--- src/rtl/prff_ram.sv ---
// Generic single-port-write, single-port-read RAM with registered read.
// No dependencies.
`timescale 1ns / 1ps

module prff_ram #(
  parameter int WIDTH = 8,
  parameter int DEPTH = 256
) (
  input  logic                     clk,
  input  logic                     we,
  input  logic [$clog2(DEPTH)-1:0] waddr,
  input  logic [WIDTH-1:0]         wdata,
  input  logic [$clog2(DEPTH)-1:0] raddr,
  output logic [WIDTH-1:0]         rdata
);

  logic [WIDTH-1:0] mem [DEPTH];

  always_ff @(posedge clk) begin
    if (we) begin
      mem[waddr] <= wdata;
    end
    rdata <= mem[raddr];
  end

endmodule

--- config.mk ---
export PLATFORM = sky130hd
export DESIGN_NAME = prff_ram
export DESIGN_NICKNAME = d
export VERILOG_FILES = /design/src/rtl/prff_ram.sv
export SDC_FILE = /design/constraint.sdc
export NUM_CORES = 2
export LEC_CHECK = 0
export BUFFER_PORTS_ARGS = -buffer_cell sky130_fd_sc_hd__buf_4
export CAP_MARGIN = 20
export CORE_ASPECT_RATIO = 1.25
export CORE_MARGIN = 4
export CORE_UTILIZATION = 60
export DETAILED_ROUTE_END_ITERATION = 7
export PLACE_DENSITY = 0.76
export SLEW_MARGIN = 20
export SYNTH_ARGS = -nofsm -noshare
export SYNTH_HDL_FRONTEND = slang
export SYNTH_SLANG_ARGS = --single-unit
--- constraint.sdc ---
create_clock -name clk -period 5.9 [get_ports clk]
set_input_delay 0 -clock clk [delete_from_list [all_inputs] [get_ports clk]]
set_output_delay 0 -clock clk [all_outputs]
set_load 0.02 [all_outputs]
==> flow_results.org <==
** Logic synthesis
- Number of enable-type register cells in the synthesized netlist :: roughly 2,000
- In the synthesized netlist the dominant register cell turns out to be edfxtp_1.
- Proportion of register bits with asynchronous set or reset after synthesis :: 0
- Number of synthesized register bits :: 2,056
- Post-Syn Area :: 79,600 um2
- Number of instances in the synthesized netlist :: 3,733
- Synth cell types :: 55
- For this run, the number of Yosys warnings is 0.
- Number of nets produced by synthesis :: 3,759
- Sequential fraction of the synthesis area :: 0.775
- Average footprint of a synthesized cell :: ~21 um2

** Clock tree
- Clock transition time at the flip-flop clock pins of the worst setup and hold paths :: about 0.060 ns
- TritonCTS clock tree :: done
- No sink is reached through more buffers than the 3 on the longest clock path.
- In this run, CTS created clock tree buffers numbering 187.
- The tree is rooted in a clkbuf_16.
- Deepest level of the CTS H-tree :: 4
- Gates resized during post-CTS repair numbered 0.
- The clock reaches the later pin of the worst-skew pair after 0.82 ns.
- The clock drives 2,056 sinks.

** Routing
- After detailed routing, the number of remaining DRC violations is 0.
- The count of nets left with antenna violations once routing finished came out at 0.
- Avg Vias per Cell :: slightly below 7
- Wires add up to 190,000 um.
- Total via count after detailed routing :: 39,308
- Routed wire per std cell :: approximately 33 um
- The first detailed-routing pass ran for 8 iterations.
- Violation count after the first detailed-routing iteration :: 5,559

** Timing
- Final count of negative-setup-slack endpoints :: 0
- After layout, the worst setup slack is 2.55 ns.
- Worst clock skew :: 0.0238 ns
- Fmax achieved :: 0.298 GHz
- Setup TNS :: 0 ns
- Setup repair after global routing left no endpoint under its margin.
- For the pin with the worst max-slew slack, the measured transition is 1.19 ns.
- Shortest clock period the worst path allows after layout :: 3.35 ns
- Final Slew Violations :: 0
- Count of endpoints failing hold in the final timing report :: 4
- Final hold analysis gives a worst-case slack of -0.0155 ns.
- In the finished design, the share of the clock period the worst path needs comes to 0.568.
- Headroom to the max-slew limit came out at 0.201.

** Min path
- Path type of the worst min-delay path :: input port to flop
- Min-Delay Path Depth :: 1
- Hold worst-path end :: mem[213][2]
- Worst hold path startpoint :: wdata[2]

** Job
- The tool flagged a number of max-cap violations equal to 0.

** Place
- Routability cong. :: around 0.86
- Summed over all nets, the half-perimeter wirelength after detailed placement is 111,000 um.
- Count of port buffers added during placement :: 33
- Post-Place Worst Slack :: 1.78 ns
- Summing all placed instances gives a cell area of 81,400 um2.

** Floorplanning
- Measured along the y axis, the die boundary spans 415 um.
- For this configuration, the core starts out at a cell density of 0.604.
- Pin placement for this block handled 34 I/O pins.
- Horiz. Die Dim :: roughly 330 um
- Area of the die :: ~140,000 um2
- Core area :: 132,000 um2
- Number of core rows :: roughly 150

** Status
- The flow ran to the end, but the final reports show violations.
- Failing checks :: negative hold slack

** Critical path
- Critical Path Slowest Stage Cell :: nor3_1
- Grouping stages by cell kind, the critical path spends the most delay in buffers and inverters.
- Worst path required time :: 6.55 ns
- R2R setup slack :: 2.91 ns
- The worst setup path is captured at a flop.
- Data on the critical path arrives at its endpoint at 4.00 ns.
- Ordered cell list for the critical path :: buf_8, buf_12, mux4_2, a22o_1, a221oi_1, o32ai_1, nor3_1, nor4_1
- In this design, the stage delay of the slowest critical-path cell is 0.79 ns.
- In this run the critical register-to-register path is launched from mem[83][3].
- Number of buffer and inverter stages on the critical path :: 2
- Critical Setup Path Class :: input port to flop
- Launching element type of the critical path :: input port
- Worst r2r path cells :: 6
- Highest net fanout along the worst path :: 102
- In this run the critical register-to-register path is captured at rdata[3].

** Cells and area
- The layout has 7,981 filler cells.
- Count of nets after finishing :: 3,839
- Final Cell Area :: a little under 90,000 um2
- Relative to the synthesized area, the layout overhead comes to 10.3%.
- For this run, the share of the core covered by cells in the final layout is 0.666.
- Area of all sequential standard cells :: 61,700 um2
- The multi-input combinational cells in the finished layout cover a total of 16,600 um2.
- Of the cells placed in the final design, the portion with a size suffix greater than 1 is 0.215.

** Pwr
- Leakage power total :: roughly 27 nW
- Sw Pwr :: 0.00622 W
- Of the total power, the clock network draws 0.408.
- Switching share of power :: 0.210
- The share of total power dissipated in sequential elements is 0.545.
- IR analysis of the VDD net gives a maximum drop of between 0.0004 and 0.0005 V.
- Combinational power share :: 0.048
- Internal power consumption :: 0.0234 W
- P per Cell Area :: 338 nW/um2

** GRT
- In the global route stage, overall resource usage came out at 0.277.
- The first global-routing pass estimated about 280,000 um of wire.
- Entering global routing, the biggest net connects between 150 and 200 pins.
- The number of global-route vias before repair came to 39,534.
- Remaining global-route overflow :: 0
- The initial antenna violation count was 12.
[cells in the mapped netlist (3+ instances only)]
| cell type | n | area, um2 |
|---|---|---|
| clkbuf_1 | 111 | 417 |
| a22oi_1 | 133 | 998 |
| nand2_1 | 33 | 124 |
| nor2_1 | 282 | 1060 |
| buf_1 | 22 | 82.6 |
| buf_6 | 21 | 236 |
| o221ai_1 | 46 | 403 |
| nor4_1 | 24 | 150 |
| nor4_2 | 3 | 37.5 |
| mux4_2 | 454 | 10200 |
| o21ai_0 | 10 | 50.1 |
| dfxtp_1 | 8 | 160 |
| a21oi_1 | 96 | 480 |
| a22o_1 | 8 | 70.1 |
| buf_8 | 13 | 195 |
| nand2b_1 | 8 | 50.1 |
| mux2i_1 | 134 | 1340 |
| o22ai_1 | 28 | 175 |
| o32ai_1 | 4 | 35.0 |
| and2_1 | 6 | 37.5 |
| or2_2 | 4 | 25.0 |
| a221oi_1 | 13 | 114 |
| o22a_1 | 5 | 43.8 |
| a211oi_1 | 16 | 120 |
| edfxtp_1 | 2048 | 61500 |
| nand3_1 | 34 | 170 |
| buf_4 | 27 | 203 |
| nor2b_1 | 31 | 194 |
| buf_2 | 31 | 155 |
| buf_12 | 8 | 160 |
| nor3_1 | 22 | 110 |
| nand4_1 | 10 | 62.6 |
| o211ai_1 | 10 | 75.1 |
[layout make-up]
class	instances	share of cell area
Antenna cell	9	0.000257
Clock buffer	236	0.0562
Clock inverter	114	0.0133
Inverter	2	0.0000856
Multi-Input combinational cell	1442	0.189
Sequential cell	2056	0.703
Tap cell	1736	0.0248
Timing Repair Buffer	124	0.0137
[routing by layer]
| layer | vias to the layer above | global-route usage | share of wire |
|---|---|---|---|
| li1 | 15874 | - | - |
| met1 | 20455 | 0.370 | 0.35 |
| met2 | 2484 | 0.446 | 0.50 |
| met3 | 487 | 0.0623 | 0.10 |
| met4 | 8 | 0.117 | 0.048 |
| met5 | - | 0 | 0.00025 |
[cells by family (layout without fill, tap and decap cells)]
| kind of cell | Yosys count | after routing | synth area share |
|---|---|---|---|
| DFF | 2056 | 2056 | 0.775 |
| muxes | 591 | 591 | 0.146 |
| and+or+nand+nor | 466 | 466 | 0.0263 |
| AOI/OAI and AO/OA | 385 | 385 | 0.0342 |
| buffers and inverters | 235 | 476 | 0.0183 |
| other | 0 | 9 | 0 |
[registers in the layout, summed over array words and instances, names as in the netlist]
name and cells:
mem 2048, rdata 8
[layout by cell type, fill, tap and decap left out, types with 13 or more instances in the layout]
cell type / n
clkinv_1: 46
a21oi_1: 96
o22ai_1: 28
nand2_1: 32
nor3_1: 22
nor4_2: 13
edfxtp_1: 2048
clkbuf_16: 189
a22oi_1: 133
nor2_1: 277
dlygate4sd3_1: 17
a211oi_1: 16
bufinv_16: 20
nor2b_1: 28
o221ai_1: 46
nand3_1: 33
nor4_1: 14
buf_4: 83
clkinv_2: 27
a221oi_1: 13
clkbuf_1: 45
mux2i_1: 134
buf_12: 13
mux4_2: 454
[power by group through the flow]
stage | Combinational, W | Sequential (W) | Clock [W]
after global routing | 0.00148 | 0.0161 | 0.0128
final | 0.00142 | 0.0161 | 0.0121
after global placement | 0.00137 | 0.0164 | 0
after detailed placement | 0.00140 | 0.0164 | 0
after CTS | 0.00142 | 0.0161 | 0.0122
after floorplan | 0.000782 | 0.0164 | 0
[how the worst max path moves through the flow]
stage,from,end,slack [ns],cells past startpoint
final,raddr[0],rdata[3],2.55,8
after global routing,raddr[0],rdata[5],2.39,8
after CTS,raddr[0],rdata[3],2.60,8
after detailed placement,raddr[0],rdata[3],1.78,8
after global placement,raddr[0],rdata[7],1.68,9
after floorplan,raddr[0],rdata[2],3.96,9
[what timing repair did]
item / in CTS / in global routing
hold endpoints to repair: 760 / 0
setup buffers: 0 / 0
hold buffers: 17 / 0
[metrics by stage]
| step | instances | total power, W |
|---|---|---|
| after floorplan | 3733 | 0.0172 |
| after global placement | 5340 | 0.0178 |
| after detailed placement | 5343 | 0.0178 |
| after CTS | 5710 | 0.0297 |
| after global routing | 5713 | 0.0304 |
| final | 5719 | 0.0296 |
Note: power is estimated with default switching activity, not from simulation.
