===== src/rtl/prff_pkg.sv =====
// Package for the page run first-fit finder: sizes, action and state codes,
// item structs and the control group of the run unit. No dependencies.
`timescale 1ns / 1ps

package prff_pkg;

  localparam int PAGES     = 4096;
  localparam int PAGE_BITS = 12;
  localparam int PAGE_W    = $clog2(PAGES);
  localparam int COUNT_W   = PAGE_W + 1;
  localparam int ADDR_W    = 24;
  localparam int FLAG_W    = 3;

  localparam logic [PAGE_W-1:0] LAST_PAGE = PAGE_W'(PAGES - 1);

  // flag bits of one page entry
  localparam int FLAG_IN_RAM   = 0;
  localparam int FLAG_MAPPED   = 1;
  localparam int FLAG_RESERVED = 2;

  localparam logic [FLAG_W-1:0] FLAGS_RESERVED_ONLY = FLAG_W'(1 << FLAG_RESERVED);

  typedef enum logic [1:0] {
    ACT_WRITE   = 2'd0,
    ACT_RESERVE = 2'd1,
    ACT_FIND    = 2'd2,
    ACT_CHECK   = 2'd3
  } action_t;

  typedef enum logic [2:0] {
    ST_CLEAR,
    ST_IDLE,
    ST_FILL,
    ST_SCAN,
    ST_CHECK
  } state_t;

  typedef struct packed {
    logic [1:0]         action;
    logic [11:0]        start_page;
    logic [12:0]        page_count;
    logic               may_remap;
    logic [2:0]         new_flags;
    logic [ADDR_W-1:0]  address;
  } cmd_t;

  typedef struct packed {
    logic        found;
    logic [11:0] run_start;
  } rsp_t;

  typedef struct packed {
    logic               load;
    logic               step;
    logic               remap;
    logic [COUNT_W-1:0] need;
  } run_ctl_t;

endpackage


===== src/rtl/prff_run_unit.sv =====
// Run unit: tests one page entry per step for being free and tracks the
// length and first page of the current free run. Depends on prff_pkg.
`timescale 1ns / 1ps

module prff_run_unit (
  input  logic                            clk,
  input  prff_pkg::run_ctl_t              ctl,
  input  logic [prff_pkg::FLAG_W-1:0]     flags,
  input  logic [prff_pkg::PAGE_W-1:0]     page,
  output logic                            hit,
  output logic [prff_pkg::PAGE_W-1:0]     run_start
);

  logic [prff_pkg::COUNT_W-1:0] run_len;
  logic [prff_pkg::COUNT_W-1:0] run_len_inc;
  logic [prff_pkg::PAGE_W-1:0]  run_first;
  logic                         free;

  always_comb begin
    free = ((flags[prff_pkg::FLAG_IN_RAM] | flags[prff_pkg::FLAG_MAPPED]) == 1'b0) ||
           (ctl.remap && flags[prff_pkg::FLAG_MAPPED]);
    run_len_inc = run_len + 1'b1;
    hit         = ctl.step && free && (run_len_inc >= ctl.need);
    run_start   = (run_len == '0) ? page : run_first;
  end

  always_ff @(posedge clk) begin
    if (ctl.load) begin
      run_len <= '0;
    end else if (ctl.step) begin
      // a blocking page ends the run; the scan simply goes on past it
      run_len <= free ? run_len_inc : '0;
      if (free && run_len == '0) begin
        run_first <= page;
      end
    end
  end

endmodule


===== config.mk =====
export PLATFORM = sky130hd
export DESIGN_NAME = prff_run_unit
export DESIGN_NICKNAME = d
export VERILOG_FILES = /design/src/rtl/prff_pkg.sv /design/src/rtl/prff_run_unit.sv
export SDC_FILE = /design/constraint.sdc
export NUM_CORES = 1
export LEC_CHECK = 0
export BUFFER_PORTS_ARGS = -buffer_cell sky130_fd_sc_hd__buf_2
export CAP_MARGIN = 20
export CORE_ASPECT_RATIO = 1.5
export CORE_MARGIN = 1
export CORE_UTILIZATION = 52
export DETAILED_ROUTE_END_ITERATION = 7
export MAX_ROUTING_LAYER = met4
export PLACE_DENSITY = 0.79
export SLEW_MARGIN = 20
export SYNTH_ARGS = -nofsm -noshare
export SYNTH_HDL_FRONTEND = slang
export SYNTH_SLANG_ARGS = --single-unit

===== constraint.sdc =====
create_clock -name clk -period 3.1 [get_ports clk]
set_input_delay 0.465 -clock clk [delete_from_list [all_inputs] [get_ports clk]]
set_output_delay 0.465 -clock clk [all_outputs]
set_load 0.02 [all_outputs]

==> reports/qor.csv, run 1 <==
stage;metric;value;unit
clocking;cts_hold_buf;0;
placed_design;io_buffers;43;
sta;fin_crit;3.028;ns
worst_hold_path;worstHoldPathType;in -> reg;
worst_setup_path;r2r_cells;7;
worst_setup_path;critPathRequiredTime;2.63;ns
drt;antenna_left;0;
yosys;synth_seq_cells;25;
yosys;yosysWarnings;0;
clocking;root_buffer;clkbuf_8;
floorplanning;core_area;0.002973;mm^2
pwr;total_power;0.6668;mW
clocking;cts_buffers;3;
global_routing;grt_pass1_vias;1424;
worst_setup_path;cp-end-kind;output port;
yosys;synth_cells;161;
final_layout;final_common_cell;buf_2;
clocking;cts.sinks;25;
final_layout;areaGrowthSynthToFinish;28.67;%
yosys;synth_top_area_cell;edfxtp_1;
clocking;cts_tree;yes;
placed_design;dp_cells;252;
pwr;power_density;310.0;mW/mm^2
worst_setup_path;path_max_fanout;5;
final_layout;nets;268;
drt;drcViolationCount;0;
placed_design;gp_congestion;0.9165;
clocking;ctsHtreeMaxLevel;1;
final_layout;num_antenna_cells;0;
job;cap_violations;0;
worst_setup_path;start_kind;register;
run_status;outcome;complete, no violations;
global_routing;grt_max_degree;18;
sta;setup_violations;0;
floorplanning;die_y;71.44;um
final_layout;drive_gt1_share;45.21;%
worst_setup_path;rr_startpoint;run_len[0];
sta;rsz0062_at_grt;yes;
yosys;syn_area;0.001672;mm^2
sta;setup_tns;0;ns
yosys;synth.yosys.seq_area_share;37.13;%
clocking;clock_latency;0.27;ns
worst_hold_path;hold_depth;1;
final_layout;final_util;72.35;%
global_routing;gr-total-overflow;0;
clocking;cts_buffer_depth;2;
placed_design;dpl_cell_area;0.002007;mm^2
final_layout;mostFrequentLayoutCells;buf_2, buf_4, inv_1, ha_1, edfxtp_1;
floorplanning;placementRows;24;
yosys;synth_nets;209;
yosys;syn_avg_cell_area;10.38;um^2
clocking;clk_pin_slew_worst_paths;0.08;ns
worst_setup_path;worst-setup-path-type;reg -> out;
sta;fmax;330.2;MHz
floorplanning;die-area;0.003450;mm^2
final_layout;postLayoutCellArea;0.002151;mm^2
worst_setup_path;r2r_slack;0.92;ns
yosys;yosysTopAreaCellShare;21.56;%
drt;avgRoutedWirePerCell;14.70;um
sta;fin_worst_skew;0.003624;ns
sta;fin_crit_sh;97.68;%
global_routing;grt.total_usage;23.99;%
worst_hold_path;min_to;run_first[0];
drt;vias;1412;
sta;maxSlewHeadroom;53.66;%
placed_design;dpl.hpwl;2.900;mm
floorplanning;ios;45;
pwr;p_leak;1.032;nW
worst_setup_path;arrival;2.56;ns
sta;finalMaxSlewViolations;0;
worst_hold_path;hold_start;page[0];
pwr;peakVddDrop;220.9;uV
worst_setup_path;r2r-end;run_first[10];
yosys;netlist_top_cells_area;edfxtp_1, dfxtp_1, ha_1;
sta;tightest_slew;0.6925;ns
floorplanning;floorplan.initialDensity;56.23;%
sta;finalHoldViolCount;0;
drt;via_per_inst;5.473;
yosys;synthDistinctLibCells;38;
global_routing;grt_pass1_wl;5.844;mm
global_routing;antenna_found_initial;0;
final_layout;fin_cells;258;
floorplanning;die_x;48.30;um
drt;first_pass_iters;4;
drt;drt_iter0_drc;18;
drt;wl;3.793;mm
## stage by stage
| step | setup WS (ns) | hold slack (ns) |
|---|---|---|
| after floorplan | 0.4041 | 0.4950 |
| after global placement | 0.2408 | 0.5253 |
| after detailed placement | 0.1989 | 0.5280 |
| after CTS | 0.01948 | 0.3835 |
| after global routing | -0.04006 | 0.3805 |
| final | 0.07178 | 0.3852 |
## critical path: stages, from the launching register on
cell,delay (ns)
dfxtp_4,0.39
ha_1,0.16
nand3_1,0.12
nor3b_2,0.19
buf_4,0.16
xor2_2,0.17
ha_1,0.27
nand2_1,0.15
nor2_1,0.08
a221oi_2,0.33
a21oi_1,0.11
buf_4,0.17
## sequential cells by signal, summed over array words and instances, names as in the netlist
name and count:
run_first 12, run_len 13
## final cells by class
| cell class | count | area [um^2] |
|---|---|---|
| Timing Repair Buffer | 59 | 337.8 |
| Multi-Input combinational cell | 115 | 1022 |
| Inverter | 16 | 60.06 |
| Sequential cell | 25 | 635.6 |
| Fill cell | 235 | 822.0 |
| Tap cell | 39 | 48.80 |
| Clock inverter | 1 | 5.005 |
| Clock buffer | 3 | 41.29 |
## per-layer routing
layer | wire length, um | part of all wire (%) | GRT usage, % | vias to the layer above
met2 | 2058 | 54 | 42.52 | 50
met5 | 0 | 0 | - | -
li1 | - | - | - | 693
met4 | 161 | 4.2 | 13.58 | 0
met1 | 1413 | 37 | 23.17 | 655
met3 | 160 | 4.2 | 2.267 | 14
## where the power goes
group          leakage [nW]  total, mW  switching [mW]  internal (mW)
combinational         0.788      0.124          0.0662         0.0583
clock                0.0255      0.189          0.0994         0.0898
sequential            0.218      0.353         0.00295          0.350
total                  1.03      0.667           0.169          0.498
## synthesized netlist by cell type
cell type / instances
nand2_1: 11
nor4b_2: 1
nand3_1: 7
nor3_1: 1
nand4_1: 2
or2_2: 1
ha_1: 16
o211a_1: 1
nor3b_1: 1
dfxtp_1: 13
mux2_4: 9
nor4_1: 1
buf_6: 1
nand4_2: 1
and3_1: 3
xnor2_1: 7
o21ai_0: 5
mux2i_1: 3
a22o_2: 1
and4_1: 1
a41oi_1: 1
mux2_2: 4
inv_1: 16
xor2_1: 4
buf_2: 3
a22o_1: 5
a31oi_1: 2
nor4_2: 1
edfxtp_1: 12
nor4_4: 1
nand2b_1: 4
and2_1: 1
a221oi_1: 1
buf_4: 1
and4_2: 1
a21oi_1: 11
nor2_1: 6
nand3_2: 1
## worst max path at each step
stage                           from  end  slack, ns  cells after the start
after global placement    run_len[1]  hit       0.24                     11
after detailed placement  run_len[3]  hit       0.20                      9
after floorplan           run_len[0]  hit       0.40                      9
after global routing      run_len[1]  hit      -0.04                     11
after CTS                 run_len[6]  hit       0.02                     11
final                     run_len[1]  hit       0.07                     11
## repair_timing
item / CTS / global route
buffers inserted: 0 / 2
resized for setup: 7 / 16
pin swaps: 1 / 8
endpoints found under the setup margin: 1 / 1
## logic make-up (layout without fill, tap and decap cells)
| kind of cell | count (synthesis) | count (layout) | synth area share (%) |
|---|---|---|---|
| compound gates | 27 | 27 | 10.40 |
| xor+xnor | 11 | 11 | 5.763 |
| fa+ha+maj | 16 | 16 | 11.98 |
| buf+inv | 21 | 79 | 5.614 |
| flops | 25 | 25 | 37.13 |
| mux | 16 | 16 | 12.57 |
| simple gates | 45 | 45 | 16.54 |
(Power assumes the default switching activity.)
==> inputs of run 2 (changes only) <==
Settings changed: CORE_ASPECT_RATIO 1.5 to 1.1, CORE_MARGIN 1 to 10.
==> run 2 against run 1 <==
Sequential share of layout area rose by 2.1 points. Clock skew rose by 0.00087 ns. Final cell count fell by 7.4%. Worst hold slack got worse by 0.060 ns. Register-to-register slack improved by 0.11 ns. Count of clock-buffer cells in the layout did not move. Via count fell by 3.1%. Critical endpoint unchanged.
==> reports/qor.csv, run 2 (synthesis gave the netlist of run 1 again) <==
stage;metric;value;unit;change
drt;vias;1368;;was 1,412
clocking;post_cts_buffers;0;;unchanged
final_layout;areaGrowthSynthToFinish;20.13;%;was 28.67%
worst_hold_path;min_to;run_first[8];;was run_first[0]
final_layout;fin_cells;239;;was 258
worst_setup_path;arrival;2.53;ns;was 2.56 ns
worst_setup_path;critPathMaxStageDelay;0.41;ns;was 0.39 ns
sta;fin_crit;2.998;ns;was 3.028 ns
sta;finalHoldViolCount;0;;unchanged
drt;drt_iter0_drc;67;;was 18
sta;fin_worst_skew;0.004495;ns;was 0.003624 ns
sta;setup_slack;0.1022;ns;was 0.07178 ns
worst_setup_path;r2r_slack;1.03;ns;was 0.92 ns
global_routing;grt.total_usage;13.10;%;was 23.99%
pwr;power_density;310.8;mW/mm^2;was 310.0 mW/mm^2
final_layout;mostFrequentLayoutCells;buf_2, inv_1, ha_1, edfxtp_1, a21oi_1;;was buf_2, buf_4, inv_1, ha_1, edfxtp_1
final_layout;num_antenna_cells;0;;unchanged
final_layout;fill_cells;240;;was 235
clocking;cts_buffer_depth;2;;unchanged
final_layout;regMostFlops;run_len;;unchanged
placed_design;gp_congestion;0.7717;;was 0.9165
worst_setup_path;cp-end-kind;output port;;unchanged
sta;maxSlewHeadroom;57.68;%;was 53.66%
drt;wl;3.808;mm;was 3.793 mm
placed_design;io_buffers;43;;unchanged
job;cap_violations;0;;unchanged
drt;first_pass_iters;4;;unchanged
clocking;root_buffer;clkbuf_4;;was clkbuf_8
sta;rsz0062_at_grt;yes;;unchanged
worst_hold_path;worstHoldPathType;in -> reg;;unchanged
floorplanning;placementRows;21;;was 24
final_layout;nets;254;;was 268
floorplanning;floorplan.initialDensity;54.38;%;was 56.23%
worst_setup_path;rr_startpoint;run_len[0];;unchanged
sta;setup_tns;0;ns;unchanged
worst_hold_path;hold_start;page[8];;was page[0]
floorplanning;die_x;74.06;um;was 48.30 um
pwr;peakVddDrop;195.5;uV;was 220.9 uV
sta;fmax;333.6;MHz;was 330.2 MHz
global_routing;gr-total-overflow;0;;unchanged
worst_setup_path;crit_slowest_cell;dfxtp_4;;unchanged
worst_setup_path;path_cells;ha_1, nand3_2, nor3b_4, xor2_1, ha_1, nand2_1, nor4_4, o21ai_1, a21oi_1, buf_4;;was ha_1, nand3_1, nor3b_2, buf_4, xor2_2, ha_1, nand2_1, nor2_1, a221oi_2, a21oi_1, buf_4
worst_setup_path;crit_top_cell;ha_1;;
final_layout;largest_registers;run_len (13), run_first (12);;unchanged
worst_setup_path;r2r-end;run_first[1];;was run_first[10]
final_layout;largest_reg_flops;13;;unchanged
sta;fin_crit_sh;96.70;%;was 97.68%
worst_setup_path;critPathRequiredTime;2.63;ns;about the same
clocking;cts_tree;yes;;unchanged
drt;drcViolationCount;0;;unchanged
pwr;p_leak;0.9722;nW;was 1.032 nW
final_layout;drive_gt1_share;42.44;%;was 45.21%
placed_design;dpl.hpwl;3.148;mm;was 2.900 mm
sta;setup_violations;0;;unchanged
drt;antenna_left;0;;unchanged
clocking;cts.sinks;25;;unchanged
placed_design;dp_cells;235;;was 252
sta;finalMaxSlewViolations;0;;unchanged
worst_setup_path;startpoint;run_len[0];;was run_len[1]
placed_design;place_ws;0.1412;ns;was 0.1989 ns
global_routing;antenna_found_initial;0;;unchanged
global_routing;grt_max_degree;18;;unchanged
worst_setup_path;r2r_cells;6;;was 7
sta;tightest_slew;0.6325;ns;was 0.6925 ns
final_layout;final_common_cell;buf_2;;unchanged
run_status;outcome;complete, no violations;;unchanged
floorplanning;core_area;0.003074;mm^2;was 0.002973 mm^2
drt;avgRoutedWirePerCell;15.93;um;was 14.70 um
worst_setup_path;path_max_fanout;6;;was 5
drt;via_per_inst;5.724;;was 5.473
floorplanning;ios;45;;unchanged
worst_hold_path;hold_depth;1;;unchanged
floorplanning;die-area;0.005885;mm^2;was 0.003450 mm^2
clocking;cts_buffers;3;;unchanged
worst_setup_path;worst-setup-path-type;reg -> out;;unchanged
global_routing;grt_pass1_vias;1424;;unchanged
clocking;clock_latency;0.32;ns;was 0.27 ns
clocking;clk_pin_slew_worst_paths;0.14;ns;was 0.08 ns
floorplanning;die_y;79.47;um;was 71.44 um
global_routing;grt_pass1_wl;6.237;mm;was 5.844 mm
clocking;ctsHtreeMaxLevel;1;;unchanged
worst_setup_path;start_kind;register;;unchanged
final_layout;final_util;65.32;%;was 72.35%
## run 2: changes by cell type in the layout (fill, tap and decap cells not counted), moves of 3 or more
cell      previous run  this run
clkbuf_4             0         3
clkbuf_8             3         0
buf_4               17         3
dfxtp_2              3         6
## run 2: power breakdown
group / switching (mW) / leakage, nW / internal (mW)
Combinational: 0.0659 / 0.735 / 0.0572
Sequential: 0.00311 / 0.219 / 0.351
Clock: 0.0984 / 0.0177 / 0.0484
Total: 0.167 / 0.972 / 0.457
## run 2: cell type report
| cell class | count | area [um^2] | share of cell area [%] |
|---|---|---|---|
| Clock inverter | 1 | 5.005 | 0.2492 |
| Multi-Input combinational cell | 115 | 1010 | 50.28 |
| Tap cell | 34 | 42.54 | 2.118 |
| Clock buffer | 3 | 22.52 | 1.121 |
| Inverter | 16 | 60.06 | 2.991 |
| Sequential cell | 25 | 635.6 | 31.65 |
| Timing Repair Buffer | 45 | 232.7 | 11.59 |
## run 2: repair_timing
action,in CTS,in global routing
gates resized for setup,9,15
pin swaps,1,3
setup endpoints to repair,1,1
hold buffers,0,0
## run 2: metal layers
| metal | global-route usage, % | vias to the layer above | routed length [um] |
|---|---|---|---|
| li1 | - | 670 | - |
| met1 | 14.49 | 652 | 1616 |
| met2 | 22.44 | 42 | 1856 |
| met3 | 2.736 | 4 | 293 |
| met4 | 4.664 | 0 | 42 |
| met5 | - | - | 0 |
## run 2: per-stage QoR
step | instance area, um^2 | power (mW) | hold WS, ns
after floorplan | 1672 | 0.4402 | 0.4950
after global placement | 1911 | 0.4792 | 0.5140
after detailed placement | 1911 | 0.4853 | 0.5415
after CTS | 1959 | 0.6268 | 0.3248
after global routing | 2008 | 0.6478 | 0.3138
final | 2008 | 0.6242 | 0.3252
## run 2: worst max path at each step
stage	end	slack (ns)	cells after the start
final	hit	0.10	10
after CTS	hit	0.03	9
after detailed placement	hit	0.14	10
after global placement	hit	0.22	10
after global routing	hit	-0.06	10
after floorplan	hit	0.40	9
## run 2: worst max-delay path, delay by kind of cell (launching register included)
kind / cells / cell delay, ns
AND/OR/NAND/NOR: 4 / 0.78
adder cells (fa/ha/maj): 2 / 0.49
flip-flops: 1 / 0.41
AO/OA/AOI/OAI: 2 / 0.26
buffers and inverters: 1 / 0.16
XOR/XNOR: 1 / 0.12
